[src/rtl/mcpc_pkg.sv]
`timescale 1ns / 1ps

package mcpc_pkg;

   // Saturation value of the click counter.
   localparam logic [7:0] CLICK_LIMIT = 8'd255;

   // Reset values of the configuration registers.
   localparam logic [15:0] DEBOUNCE_RESET = 16'd50;
   localparam logic [15:0] GAP_RESET      = 16'd600;
   localparam logic [15:0] TIMEOUT_RESET  = 16'd5000;
   localparam logic [7:0]  PAGES_RESET    = 8'd4;

   // Button identifiers.
   localparam logic [1:0] BUTTON_COUNTED = 2'd0;
   localparam logic [1:0] BUTTON_OTHER_A = 2'd1;
   localparam logic [1:0] BUTTON_OTHER_B = 2'd2;

   typedef enum logic [1:0] {
      CMD_START  = 2'd0,
      CMD_SAMPLE = 2'd1,
      CMD_TICK   = 2'd2,
      CMD_NONE   = 2'd3
   } cmd_type;

   typedef enum logic [1:0] {
      CSR_DEBOUNCE = 2'd0,
      CSR_GAP      = 2'd1,
      CSR_TIMEOUT  = 2'd2,
      CSR_PAGES    = 2'd3
   } csr_index_type;

   typedef struct packed {
      logic [15:0] debounce_ms;
      logic [15:0] gap_ms;
      logic [15:0] total_timeout_ms;
      logic [7:0]  page_count;
   } cfg_type;

   // Payload of one input transfer.
   typedef struct packed {
      logic [31:0] now_ms;
      logic        pressed;
      logic [1:0]  button_id;
      cmd_type     cmd;
   } req_item_type;

   // Result item; finished sits in the lowest bit.
   typedef struct packed {
      logic [7:0] page_number;
      logic       page_valid;
      logic       other_key_seen;
      logic [7:0] click_total;
      logic       finished;
   } rsp_item_type;

   localparam int RSP_BITS = $bits(rsp_item_type);

endpackage

[src/rtl/mcpc_step.sv]
`timescale 1ns / 1ps

module mcpc_step (
   input  logic                   clock,
   input  logic                   reset,
   input  logic                   take,
   input  mcpc_pkg::req_item_type item,
   input  mcpc_pkg::cfg_type      cfg,
   output mcpc_pkg::rsp_item_type result
);
   import mcpc_pkg::*;

   // Session state, updated once per item that moves to the result register.
   logic        active_ff,   active_in;
   logic        done_ff,     done_in;
   logic        key_down_ff, key_down_in;
   logic        other_ff,    other_in;
   logic [7:0]  clicks_ff,   clicks_in;
   logic [31:0] start_ff,    start_in;
   logic [31:0] edge_ff,     edge_in;
   logic [31:0] release_ff,  release_in;

   logic [31:0] since_edge;
   logic [31:0] since_start;
   logic [31:0] since_release;
   logic        running;

   assign since_edge    = item.now_ms - edge_ff;
   assign since_start   = item.now_ms - start_ff;
   assign since_release = item.now_ms - release_ff;
   assign running       = active_ff && !done_ff;

   always_comb begin
      active_in   = active_ff;
      done_in     = done_ff;
      key_down_in = key_down_ff;
      other_in    = other_ff;
      clicks_in   = clicks_ff;
      start_in    = start_ff;
      edge_in     = edge_ff;
      release_in  = release_ff;
      case (item.cmd)
         CMD_START: begin
            active_in   = 1'b1;
            done_in     = 1'b0;
            key_down_in = 1'b1;
            other_in    = 1'b0;
            clicks_in   = 8'd1;
            start_in    = item.now_ms;
            edge_in     = item.now_ms;
            release_in  = item.now_ms;
         end
         CMD_SAMPLE: begin
            if (running) begin
               if (item.button_id != BUTTON_COUNTED) begin
                  if ((item.button_id == BUTTON_OTHER_A || item.button_id == BUTTON_OTHER_B)
                      && item.pressed) begin
                     other_in = 1'b1;
                  end
               end else if (item.pressed != key_down_ff &&
                            since_edge >= {16'd0, cfg.debounce_ms}) begin
                  key_down_in = item.pressed;
                  edge_in     = item.now_ms;
                  if (item.pressed) begin
                     if (clicks_ff != CLICK_LIMIT) begin
                        clicks_in = clicks_ff + 8'd1;
                     end
                  end else begin
                     release_in = item.now_ms;
                  end
               end
            end
         end
         CMD_TICK: begin
            if (running) begin
               if (since_start >= {16'd0, cfg.total_timeout_ms}) begin
                  done_in = 1'b1;
               end else if (clicks_ff != 8'd0 && !key_down_ff &&
                            since_release >= {16'd0, cfg.gap_ms}) begin
                  done_in = 1'b1;
               end
            end
         end
         default: begin
         end
      endcase
   end

   // The result reflects the state after this item is applied.
   always_comb begin
      result.finished       = done_in;
      result.click_total    = clicks_in;
      result.other_key_seen = other_in;
      result.page_valid     = (clicks_in != 8'd0) && (clicks_in <= cfg.page_count);
      result.page_number    = result.page_valid ? clicks_in : 8'd0;
   end

   always_ff @(posedge clock) begin
      if (reset) begin
         active_ff   <= 1'b0;
         done_ff     <= 1'b0;
         key_down_ff <= 1'b0;
         other_ff    <= 1'b0;
         clicks_ff   <= 8'd0;
         start_ff    <= 32'd0;
         edge_ff     <= 32'd0;
         release_ff  <= 32'd0;
      end else if (take) begin
         active_ff   <= active_in;
         done_ff     <= done_in;
         key_down_ff <= key_down_in;
         other_ff    <= other_in;
         clicks_ff   <= clicks_in;
         start_ff    <= start_in;
         edge_ff     <= edge_in;
         release_ff  <= release_in;
      end
   end

endmodule

[src/rtl/multi_click_page_collector_top.sv]
`timescale 1ns / 1ps

// Channel   Direction  Ports                        Contents
// req       in         req_tvalid/tready/tdata/user  one button sample, tick or start command
// rsp       out        rsp_tvalid/tready/tdata       session status after each item
// csr       in         csr_we/index/wdata            timing and page count registers
//
// Every request transfer yields exactly one response transfer, in order.
// An item is held in the input register and is then evaluated in one
// pass into the result register; one item per cycle is sustained as long as the
// response side takes transfers. A stalled response holds its register and the
// input register fills, after which req_tready drops. Reset is synchronous and
// clears the valid flags, the session state and the configuration registers to their defaults.

module multi_click_page_collector_top (
   input  logic        clock,
   input  logic        reset,
   input  logic        req_tvalid,
   output logic        req_tready,
   // tdata bits from the lowest: button_id[1:0], pressed[2], now_ms[34:3], zero fill
   input  logic [39:0] req_tdata,
   // tuser: cmd[1:0]
   input  logic [1:0]  req_tuser,
   output logic        rsp_tvalid,
   input  logic        rsp_tready,
   // tdata bits from the lowest: finished[0], click_total[8:1], other_key_seen[9],
   // page_valid[10], page_number[18:11], zero fill
   output logic [23:0] rsp_tdata,
   input  logic        csr_we,
   input  logic [1:0]  csr_index,
   input  logic [15:0] csr_wdata
);
   import mcpc_pkg::*;

   cfg_type      cfg_ff;
   logic         in_valid_ff, in_valid_in;
   req_item_type in_item_ff;
   logic         out_valid_ff, out_valid_in;
   rsp_item_type out_item_ff;
   rsp_item_type step_result;
   logic         advance;
   logic         req_take;

   // The evaluated item moves on when the result register is free or being emptied.
   assign advance    = in_valid_ff && (!out_valid_ff || rsp_tready);
   assign req_tready = !in_valid_ff || advance;
   assign req_take   = req_tvalid && req_tready;

   assign in_valid_in  = req_take || (in_valid_ff && !advance);
   assign out_valid_in = advance || (out_valid_ff && !rsp_tready);

   always_ff @(posedge clock) begin
      if (reset) begin
         in_valid_ff  <= 1'b0;
         out_valid_ff <= 1'b0;
      end else begin
         in_valid_ff  <= in_valid_in;
         out_valid_ff <= out_valid_in;
      end
   end

   always_ff @(posedge clock) begin
      if (req_take) begin
         in_item_ff.cmd       <= cmd_type'(req_tuser);
         in_item_ff.button_id <= req_tdata[1:0];
         in_item_ff.pressed   <= req_tdata[2];
         in_item_ff.now_ms    <= req_tdata[34:3];
      end
      if (advance) begin
         out_item_ff <= step_result;
      end
   end

   // Configuration registers; writes must come only while idle, the block does not enforce it.
   always_ff @(posedge clock) begin
      if (reset) begin
         cfg_ff.debounce_ms      <= DEBOUNCE_RESET;
         cfg_ff.gap_ms           <= GAP_RESET;
         cfg_ff.total_timeout_ms <= TIMEOUT_RESET;
         cfg_ff.page_count       <= PAGES_RESET;
      end else if (csr_we) begin
         case (csr_index_type'(csr_index))
            CSR_DEBOUNCE: cfg_ff.debounce_ms      <= csr_wdata;
            CSR_GAP:      cfg_ff.gap_ms           <= csr_wdata;
            CSR_TIMEOUT:  cfg_ff.total_timeout_ms <= csr_wdata;
            CSR_PAGES:    cfg_ff.page_count       <= csr_wdata[7:0];
            default: begin
            end
         endcase
      end
   end

   mcpc_step u_step (
      .clock  (clock),
      .reset  (reset),
      .take   (advance),
      .item   (in_item_ff),
      .cfg    (cfg_ff),
      .result (step_result)
   );

   assign rsp_tvalid = out_valid_ff;
   assign rsp_tdata  = {(24 - RSP_BITS)'(0), out_item_ff};

`ifndef SYNTH
   // A held input item with a stalled result register must block new transfers.
   assert property (@(posedge clock) disable iff (reset)
      in_valid_ff && out_valid_ff && !rsp_tready |-> !req_tready)
      else $error("input accepted while both stages are full");

   // A valid page always equals a nonzero click total.
   assert property (@(posedge clock) disable iff (reset)
      rsp_tvalid && rsp_tdata[10] |-> rsp_tdata[18:11] == rsp_tdata[8:1]
                                      && rsp_tdata[8:1] != 8'd0)
      else $error("page number disagrees with click total");

   // After reset no result is offered.
   assert property (@(posedge clock) reset |=> !rsp_tvalid)
      else $error("result valid right after reset");
`endif

endmodule
[config.mk]
export PLATFORM = sky130hd
export DESIGN_NAME = multi_click_page_collector_top
export DESIGN_NICKNAME = d
export VERILOG_FILES = /design/src/rtl/mcpc_pkg.sv /design/src/rtl/mcpc_step.sv /design/src/rtl/multi_click_page_collector_top.sv
export SDC_FILE = /design/constraint.sdc
export NUM_CORES = 1
export LEC_CHECK = 0
export BUFFER_PORTS_ARGS = -buffer_cell sky130_fd_sc_hd__clkbuf_2
export CAP_MARGIN = 15
export CORE_AREA = 2 2 242 149
export DETAILED_ROUTE_END_ITERATION = 16
export DIE_AREA = 0 0 244 151
export PLACE_DENSITY_LB_ADDON = 0.12
export SLEW_MARGIN = 20
export SYNTH_ARGS = -nofsm -noshare
export SYNTH_HDL_FRONTEND = slang
export SYNTH_HIERARCHICAL = 1
export SYNTH_SLANG_ARGS = --single-unit
[constraint.sdc]
create_clock -name clock -period 7.5 [get_ports clock]
set_clock_uncertainty 0.2 [all_clocks]
set_input_delay 0.75 -clock clock [delete_from_list [all_inputs] [get_ports clock]]
set_output_delay 0.75 -clock clock [all_outputs]
set_load 0.05 [all_outputs]
; ---- Yosys cells after proc, flatten, opt, wreduce, memory -nomap -nowiden
; Index checks and enable logic that the tools add are counted.
[word_totals]
ff_bits = 222
out_inout_bits = 26
[op_classes]
eq_ne = 13
mux = 27
n_reduce_logical = 34
order_cmp = 4
n_addsub = 4
[ops]
columns = operator, n
row1 = two-way mux 32 bit, 7
row2 = case mux 32 bit (2 select lines), 2
row3 = greater-or-equal comparator 32 x 16 -> 1 bit, 3
row4 = subtractor 32 bit, 3
row5 = two-way mux 8 bit, 5
row6 = case mux 8 bit (2 select lines), 1
row7 = nonzero test 8 bit, 2
row8 = logical AND 1 bit, 10
row9 = AND reduction 2 bit, 5
row10 = two-way mux 1 bit, 9
row11 = adder 8 x 1 -> 8 bit (second input constant), 1
row12 = equality test 2 bit (second input constant), 4
row13 = less-or-equal comparator 8 bit, 1
row14 = inequality test 8 bit (second input constant), 1
row15 = equality test 2 x 1 -> 1 bit (second input constant), 3
row16 = logical NOT 1 bit, 6
row17 = case mux 1 bit (2 select lines), 3
row18 = AND reduction 6 bit, 1
row19 = logical OR 1 bit, 5
row20 = AND reduction 5 bit, 1
row21 = logical NOT 2 bit, 2
row22 = inequality test 2 x 1 -> 1 bit (second input constant), 2
row23 = inequality test 2 bit (second input constant), 2
row24 = nonzero test 2 bit, 2
row25 = inequality test 1 bit, 1

; ---- Depth between registers and ports, before layout
; Gate-level depths: netlist (run 1).
[depth]
word_depth = 9
mapped_depth = 33
ltp_nobuf = 33

; ---- Hierarchy
; Netlist (run 1), hierarchy kept.
[modules_own_cells]
columns = module, cells_per_inst, n_inst, area_each_um2
row1 = mcpc_step, 1532, 1, 11302.1
row2 = multi_click_page_collector_top, 287, 1, 4101.4

; ---- Worst setup path before layout (run 1)
; No wires, ideal clock.
[synth_timing]
path_type = reg-to-reg
startpoint = register in_item_ff[5] in the netlist's numbering
endpoint = register out_item_ff, in the netlist rsp_tdata[12], data pin
arrival_ns = 5.694
path_stages_with_launch = 33
path_buffers = 0
synth_period_minus_slack_ns = 6.149
setup_slack_ns = 1.351
path_cell_list = edfxtp_1 > inv_1 > ha_1 > fa_1 > nand2b_1 > a21oi_1 > o311a_1 > or3_2 > a21oi_1 > xnor2_1 > ha_1 > a21o_1 > a21o_1 > a32o_1 > a2111oi_0 > nand4_1 > a211oi_1 > o211ai_1 > nor4_2 > nand2_4 > and3_1 > nand2_1 > o22ai_1 > ha_1 > nor2b_1 > o21a_1 > o21ai_0 > nand2b_1 > a21oi_1 > o21ai_0 > o31a_1 > inv_1 > and2_1
[synth_rtl]
columns = item, line
row1 = start: declaration, multi_click_page_collector_top.sv:37  ; req_item_type in_item_ff;
row2 = end signal: assignment, multi_click_page_collector_top.sv:70  ; out_item_ff <= step_result;
row3 = end: declaration, multi_click_page_collector_top.sv:39  ; rsp_item_type out_item_ff;

==> impl_metrics.ini, run 1 <==
[run_status]
status = finished, final reports clean

[pwr]
share_comb_of_total_power_pct = 22.2
switchingPower_uw = 1030
power_density_nw_per_um2 = 192
power.share.sequential_pct = 40.2
cellLeakagePower_uw = 0.00721
power_switching_share_pct = 31.5
int_power_uw = 2240
clkPwrFrac_pct = 37.6
ir_drop_mv = 0.171

[placed_design]
hpwl_um = 32800
finalWeightedCongestion = 0.928
port_buffers = 80

[synth]
main_synth_ff_type = sky130_fd_sc_hd__dfxtp_1
ys_warn_count = 6
synthArstFlopShare_pct = 0
synthesis.instances = 1819
synth.avg_cell_area_um2 = 8.47
synth_enable_flop_cells = 56
synth_seq_area_share_pct = 32.5
mappedNetlistArea_um2 = 15400
synth.lib_cells_used.distinct = 90
yosys_register_bits = 222

[setup_path]
startpoint_types = flip-flop
rr_worst_depth = 30
crit_path_class = flip-flop to flip-flop
cp_slowest_cell = sky130_fd_sc_hd__a211oi_1
critical_path.reg2reg.startpoint = in_item_ff[5]$_DFFE_PP_
endpoint_kind = flip-flop
timing.critical_path.to = rsp_tdata[12]$_DFFE_PP_
path_max_fanout = 5
critical-path-max-stage-delay_ps = 660
crit_path_start = in_item_ff[5]$_DFFE_PP_
timing.critical_path.arrival_ps = 7020
critPathRequiredTime_ps = 7600
slack_of_the_worst_reg_to_reg_path_ps = 580
r2r-end = rsp_tdata[12]$_DFFE_PP_

[routing]
route.antenna.remaining_nets = 0
initialDrtViolationCount = 1182
viasPerCell = 5.48
wire_per_inst_um = 18.0
postRouteWirelength_um = 42800
route.detailed.drc = 0
via_count = 13000
number_of_detailed_route_iterations_in_the_first_pass = 5

[global_routing]
grt_overflow = 0
grt_max_degree = 73
grt_antenna_before_repair = 0
number_of_global_route_vias_before_repair = 11800
grtUsageTotal_pct = 23.1
grt_pass1_wl_um = 66800

[floorplan]
start_util_pct = 44.6
chipWidth_um = 244
rows = 53
die_h_um = 151
fp.dieArea_um2 = 36800
design.portCount = 91
floorplan.core_area_um2 = 34500

[finish]
most-common-layout-cells = sky130_fd_sc_hd__inv_1 (192), sky130_fd_sc_hd__nor2_1 (179), sky130_fd_sc_hd__dfxtp_1 (166)
nets_finish = 2107
most_common_cell_after_layout_fill_and_taps_aside = sky130_fd_sc_hd__inv_1
layout_overhead_on_the_synthesized_area_pct = 10.7
insertedDiodeCount = 0
post_route_cells_drive_above_1_share_pct = 9.19
layout_fillers = 3386

[clocking]
cts-root-to-sink-buffers = 3
tritoncts.num_buffers = 25
clock_latency_ps = 550
cts.root.buffer_cell = sky130_fd_sc_hd__clkbuf_16
cts_tree = built
tritoncts_num_sinks = 222
cts_htree_levels = 1
cts_hold_buffers = 0
path_clk_slew_ps = 70

[timing]
max-slew-margin-rel_pct = 30.8
grt_setup_unrepaired = false
totalNegativeSetupSlack_ps = 0
timing_hold_violations_final = 0
finalMaxSlewViolations = 0
fin_crit_share_pct = 92.3
timing_worst_slew_pin_value_ps = 1010
max_clock_freq_mhz = 144
final.hold.worst_slack_ps = 175
period_needed_ps = 6920
setup_violations = 0

[flow_run]
drv.max_cap_violation_count = 0

[min_path]
hold_path.class = primary input to flip-flop
==> stage by stage <==
step                      power, uW  area [um^2]  cells  setup slack (ps)  utilization (%)
after CTS                      3290        17000   2370               292             49.2
final                          3270        17000   2372               578             49.3
after global placement         2040        16200   2325               467             46.9
after global routing           3420        17000   2372              11.4             49.3
after detailed placement       2050        16200   2325               312             46.9
after floorplan                1840        15400   1823              1350                -
==> logic make-up after synthesis <==
family          share of synthesized area [%]
buf+inv                                  7.23
compound gates                           16.8
other cells                            0.0243
fa+ha+maj                                12.7
flops                                    32.5
mux                                      8.64
simple gates                             18.5
xor+xnor                                 3.53
==> how the worst min path moves through the flow <==
| stage | start | end | cells past startpoint |
|---|---|---|---|
| after floorplan | in_valid_ff$_SDFF_PP0_ | rsp_tvalid$_SDFF_PP0_ | 2 |
| after global placement | in_valid_ff$_SDFF_PP0_ | rsp_tvalid$_SDFF_PP0_ | 2 |
| after detailed placement | u_step/start_ff[12]$_SDFFE_PP0P_ | u_step/start_ff[12]$_SDFFE_PP0P_ | 2 |
| after CTS | req_tdata[26] | in_item_ff[28]$_DFFE_PP_ | 1 |
| after global routing | req_tdata[29] | in_item_ff[31]$_DFFE_PP_ | 1 |
| final | req_tdata[6] | in_item_ff[8]$_DFFE_PP_ | 1 |
==> worst max-delay path: cells and delay by family (launching register included) <==
family	cells	cell delay, ps
AO/OA/AOI/OAI	11	2810
multiplexers	1	160
adder cells (fa/ha/maj)	4	950
AND/OR/NAND/NOR	10	1530
flip-flops	1	430
buffers and inverters	4	610
==> layout make-up <==
class | instances | area [um^2] | share of cell area [%]
Clock buffer | 26 | 629 | 3.69
Clock inverter | 19 | 170 | 0.998
Inverter | 192 | 721 | 4.23
Multi-Input combinational cell | 1338 | 9320 | 54.7
Sequential cell | 222 | 5000 | 29.4
Tap cell | 467 | 584 | 3.43
Timing Repair Buffer | 108 | 613 | 3.60
==> power by group through the flow <==
stage	Sequential, uW	Clock, uW	Combinational, uW
floorplan	1340	0	494
global placement	1340	0	698
detailed placement	1340	0	707
CTS	1310	1260	711
global route	1320	1310	799
finish	1310	1230	725
==> repair_timing <==
item | in CTS | in global routing
setup endpoints to repair | 0 | 9
gates resized for setup | 0 | 3
setup buffers | 0 | 2
==> layer usage <==
metal | GRT usage, % | part of all wire (%) | vias to the layer above
met4 | 3.75 | 1.5 | 0
met3 | 2.78 | 5.9 | 38
met1 | 38.5 | 56 | 6112
li1 | - | - | 6486
met2 | 31.1 | 37 | 356
met5 | 0 | 0 | -
==> synth_stat cells (all sizes together), types with 45 or more instances <==
cell type  number  share of area (%)
dfxtp         166                 22
nand2b         80                3.2
nor2          180                4.4
xnor2          46                2.6
mux2i         133                8.6
a21oi         142                4.6
inv           192                4.7
nand2         151                3.7
o21ai          65                2.1
ha            152                 12
clkbuf         45                1.1
edfxtp         56                 11
==> state kept, by name, indices dropped and copies added, names as in the netlist, 8 cells and up <==
signal             flops
u_step/start_ff       32
cfg_ff                56
u_step/clicks_ff       8
in_item_ff            37
u_step/edge_ff        32
rsp_tdata             19
u_step/release_ff     32
Note: power is estimated with default switching activity, not from simulation.
==> run 2: changes to the inputs <==
--- a/config.mk
+++ b/config.mk
@@ -7,7 +7,10 @@
 export LEC_CHECK = 0
 export BUFFER_PORTS_ARGS = -buffer_cell sky130_fd_sc_hd__clkbuf_2
 export CAP_MARGIN = 15
+export CELL_PAD_IN_SITES_DETAIL_PLACEMENT = 0
+export CELL_PAD_IN_SITES_GLOBAL_PLACEMENT = 1
 export CORE_AREA = 2 2 242 149
+export CTS_CLUSTER_SIZE = 8
 export DETAILED_ROUTE_END_ITERATION = 16
 export DIE_AREA = 0 0 244 151
 export PLACE_DENSITY_LB_ADDON = 0.12
==> constraint.sdc (replaced) <==
create_clock -name clock -period 8.8 [get_ports clock]
set_clock_uncertainty 0.2 [all_clocks]
set_input_delay 0.88 -clock clock [delete_from_list [all_inputs] [get_ports clock]]
set_output_delay 0.88 -clock clock [all_outputs]
set_load 0.05 [all_outputs]
==> run 2 against run 1 <==
Net effect:
- fmax shrank 5.3%
- largest cell class unchanged
- routed wire length shrank 1.0%
- non-clock buffer count shrank 16
- clock-buffer cell count grew 25
- global-route usage shrank 0.61 points
- sequential cell count is the same
- worst hold slack gained 78 ps
- clock power shrank 9.8%
- sequential share of layout area grew 0.14 points
==> impl_metrics.ini, run 2 (same netlist as run 1, synthesis figures left out) <==
[floorplan]
fp.dieArea_um2 = 36800
start_util_pct = 44.6
rows = 53
floorplan.core_area_um2 = 34500
chipWidth_um = 244
design.portCount = 91
die_h_um = 151

[finish]
most-common-layout-cells = sky130_fd_sc_hd__inv_1 (192), sky130_fd_sc_hd__nor2_1 (179), sky130_fd_sc_hd__dfxtp_1 (166)
most_common_cell_after_layout_fill_and_taps_aside = sky130_fd_sc_hd__inv_1
top_regs = cfg_ff (56), in_item_ff (37)
nets_finish = 2097
post_route_cells_drive_above_1_share_pct = 7.86
max_reg_flops = 56
largest-register = cfg_ff
insertedDiodeCount = 0
fin_util_pct = 49.1
multi_input_area_um2 = 9310
layout_overhead_on_the_synthesized_area_pct = 10.1
layout_fillers = 3378
seqCellArea_um2 = 5000

[timing]
finalMaxSlewViolations = 0
period_needed_ps = 7310
setup_violations = 0
timing_worst_slew_pin_value_ps = 1040
max-slew-margin-rel_pct = 30.4
totalNegativeSetupSlack_ps = 0
timing_hold_violations_final = 0
max_clock_freq_mhz = 137
grt_setup_unrepaired = false
fin_crit_share_pct = 83.0
final.hold.worst_slack_ps = 253

[setup_path]
endpoint_kind = flip-flop
startpoint_types = flip-flop
critical-path-max-stage-delay_ps = 440
path_max_fanout = 10
timing.critical_path.mode_cell = sky130_fd_sc_hd__a21oi_1
timing.critical_path.arrival_ps = 7420
cp_slowest_cell = sky130_fd_sc_hd__edfxtp_1
crit_path_class = flip-flop to flip-flop
critPathRequiredTime_ps = 8920
rr_worst_depth = 32

[clocking]
clock_latency_ps = 580
tritoncts_num_sinks = 222
cts.root.buffer_cell = sky130_fd_sc_hd__clkbuf_16
post_cts.repair.setup_buffers = 0
cts_htree_levels = 1
cts_tree = built
path_clk_slew_ps = 50
ctsResizeCount = 0
cts_hold_buffers = 0
cts-root-to-sink-buffers = 3
tritoncts.num_buffers = 31

[pwr]
cellLeakagePower_uw = 0.00716
ir_drop_mv = 0.141
int_power_uw = 1960
switchingPower_uw = 859
clkPwrFrac_pct = 39.2
power_density_nw_per_um2 = 166
power_switching_share_pct = 30.4
share_comb_of_total_power_pct = 20.9
power.share.sequential_pct = 39.9

[routing]
number_of_detailed_route_iterations_in_the_first_pass = 5
initialDrtViolationCount = 833
route.detailed.drc = 0
via_count = 12800
viasPerCell = 5.41
postRouteWirelength_um = 42300
route.antenna.remaining_nets = 0
wire_per_inst_um = 17.9

[global_routing]
grt_max_degree = 100
grtUsageTotal_pct = 22.5
grt_overflow = 0
grt_pass1_wl_um = 65400
number_of_global_route_vias_before_repair = 11600
grt_antenna_before_repair = 0

[flow_run]
drv.max_cap_violation_count = 0

[min_path]
hold_path.class = flip-flop to flip-flop
min_path_cells = 2

[placed_design]
finalWeightedCongestion = 0.907
port_buffers = 80
hpwl_um = 32000

[run_status]
status = finished, final reports clean
run 2: cell types whose count changed in the layout (fill, tap and decap cells not counted), sizes merged:
| cell | before | now |
|---|---|---|
| clkbuf | 105 | 130 |
| clkinv | 9 | 0 |
| bufinv | 2 | 0 |
| clkinvlp | 5 | 0 |
| inv | 195 | 192 |
| buf | 29 | 13 |
run 2: final timing paths:
| kind | from | end | slack, ps |
|---|---|---|---|
| setup / recovery | in_item_ff[5]$_DFFE_PP_ | rsp_tdata[18]$_DFFE_PP_ | 1490 |
| hold / removal | u_step/start_ff[7]$_SDFFE_PP0P_ | u_step/start_ff[7]$_SDFFE_PP0P_ | 250 |
| setup reg to reg | in_item_ff[5]$_DFFE_PP_ | rsp_tdata[18]$_DFFE_PP_ | 1490 |
| hold reg to reg | u_step/start_ff[7]$_SDFFE_PP0P_ | u_step/start_ff[7]$_SDFFE_PP0P_ | 250 |
run 2: power groups by stage:
stage / clock network, uW / registers, uW / logic (uW)
3_5_place_dp: 0 / 1150 / 582
4_1_cts: 1130 / 1120 / 586
5_1_grt: 1180 / 1130 / 654
6_report: 1110 / 1130 / 591
2_1_floorplan: 0 / 1140 / 421
3_3_place_gp: 0 / 1150 / 575
run 2: layout make-up:
class | instances | area share, %
clock buffers | 51 | 5.02
well taps | 467 | 3.44
inverters | 192 | 4.25
flip-flops and latches | 222 | 29.5
repair buffers | 92 | 2.93
multi-input cells | 1338 | 54.9
run 2: worst max-delay path, delay by kind of cell (launching register included):
family | cells | cell delay [ps]
flip-flops | 1 | 440
XOR/XNOR | 1 | 110
adder cells (fa/ha/maj) | 4 | 860
AND/OR/NAND/NOR | 9 | 1890
AO/OA/AOI/OAI | 16 | 3250
buffers and inverters | 2 | 270
run 2: stage by stage:
stage               worst slack [ps]  instances  cell area [um^2]  total power (uW)
floorplan                       2650       1823             15400              1570
global placement                1570       2311             16100              1720
detailed placement              1470       2311             16100              1730
CTS                             1430       2362             17000              2840
global route                     813       2362             17000              2960
finish                          1490       2362             17000              2820
run 2: routing by layer:
| layer | wire (um) | global-route usage (%) |
|---|---|---|
| met5 | 0 | 0 |
| met4 | 614 | 4.02 |
| met3 | 2020 | 3.28 |
| met2 | 16100 | 31.2 |
| met1 | 23600 | 36.3 |
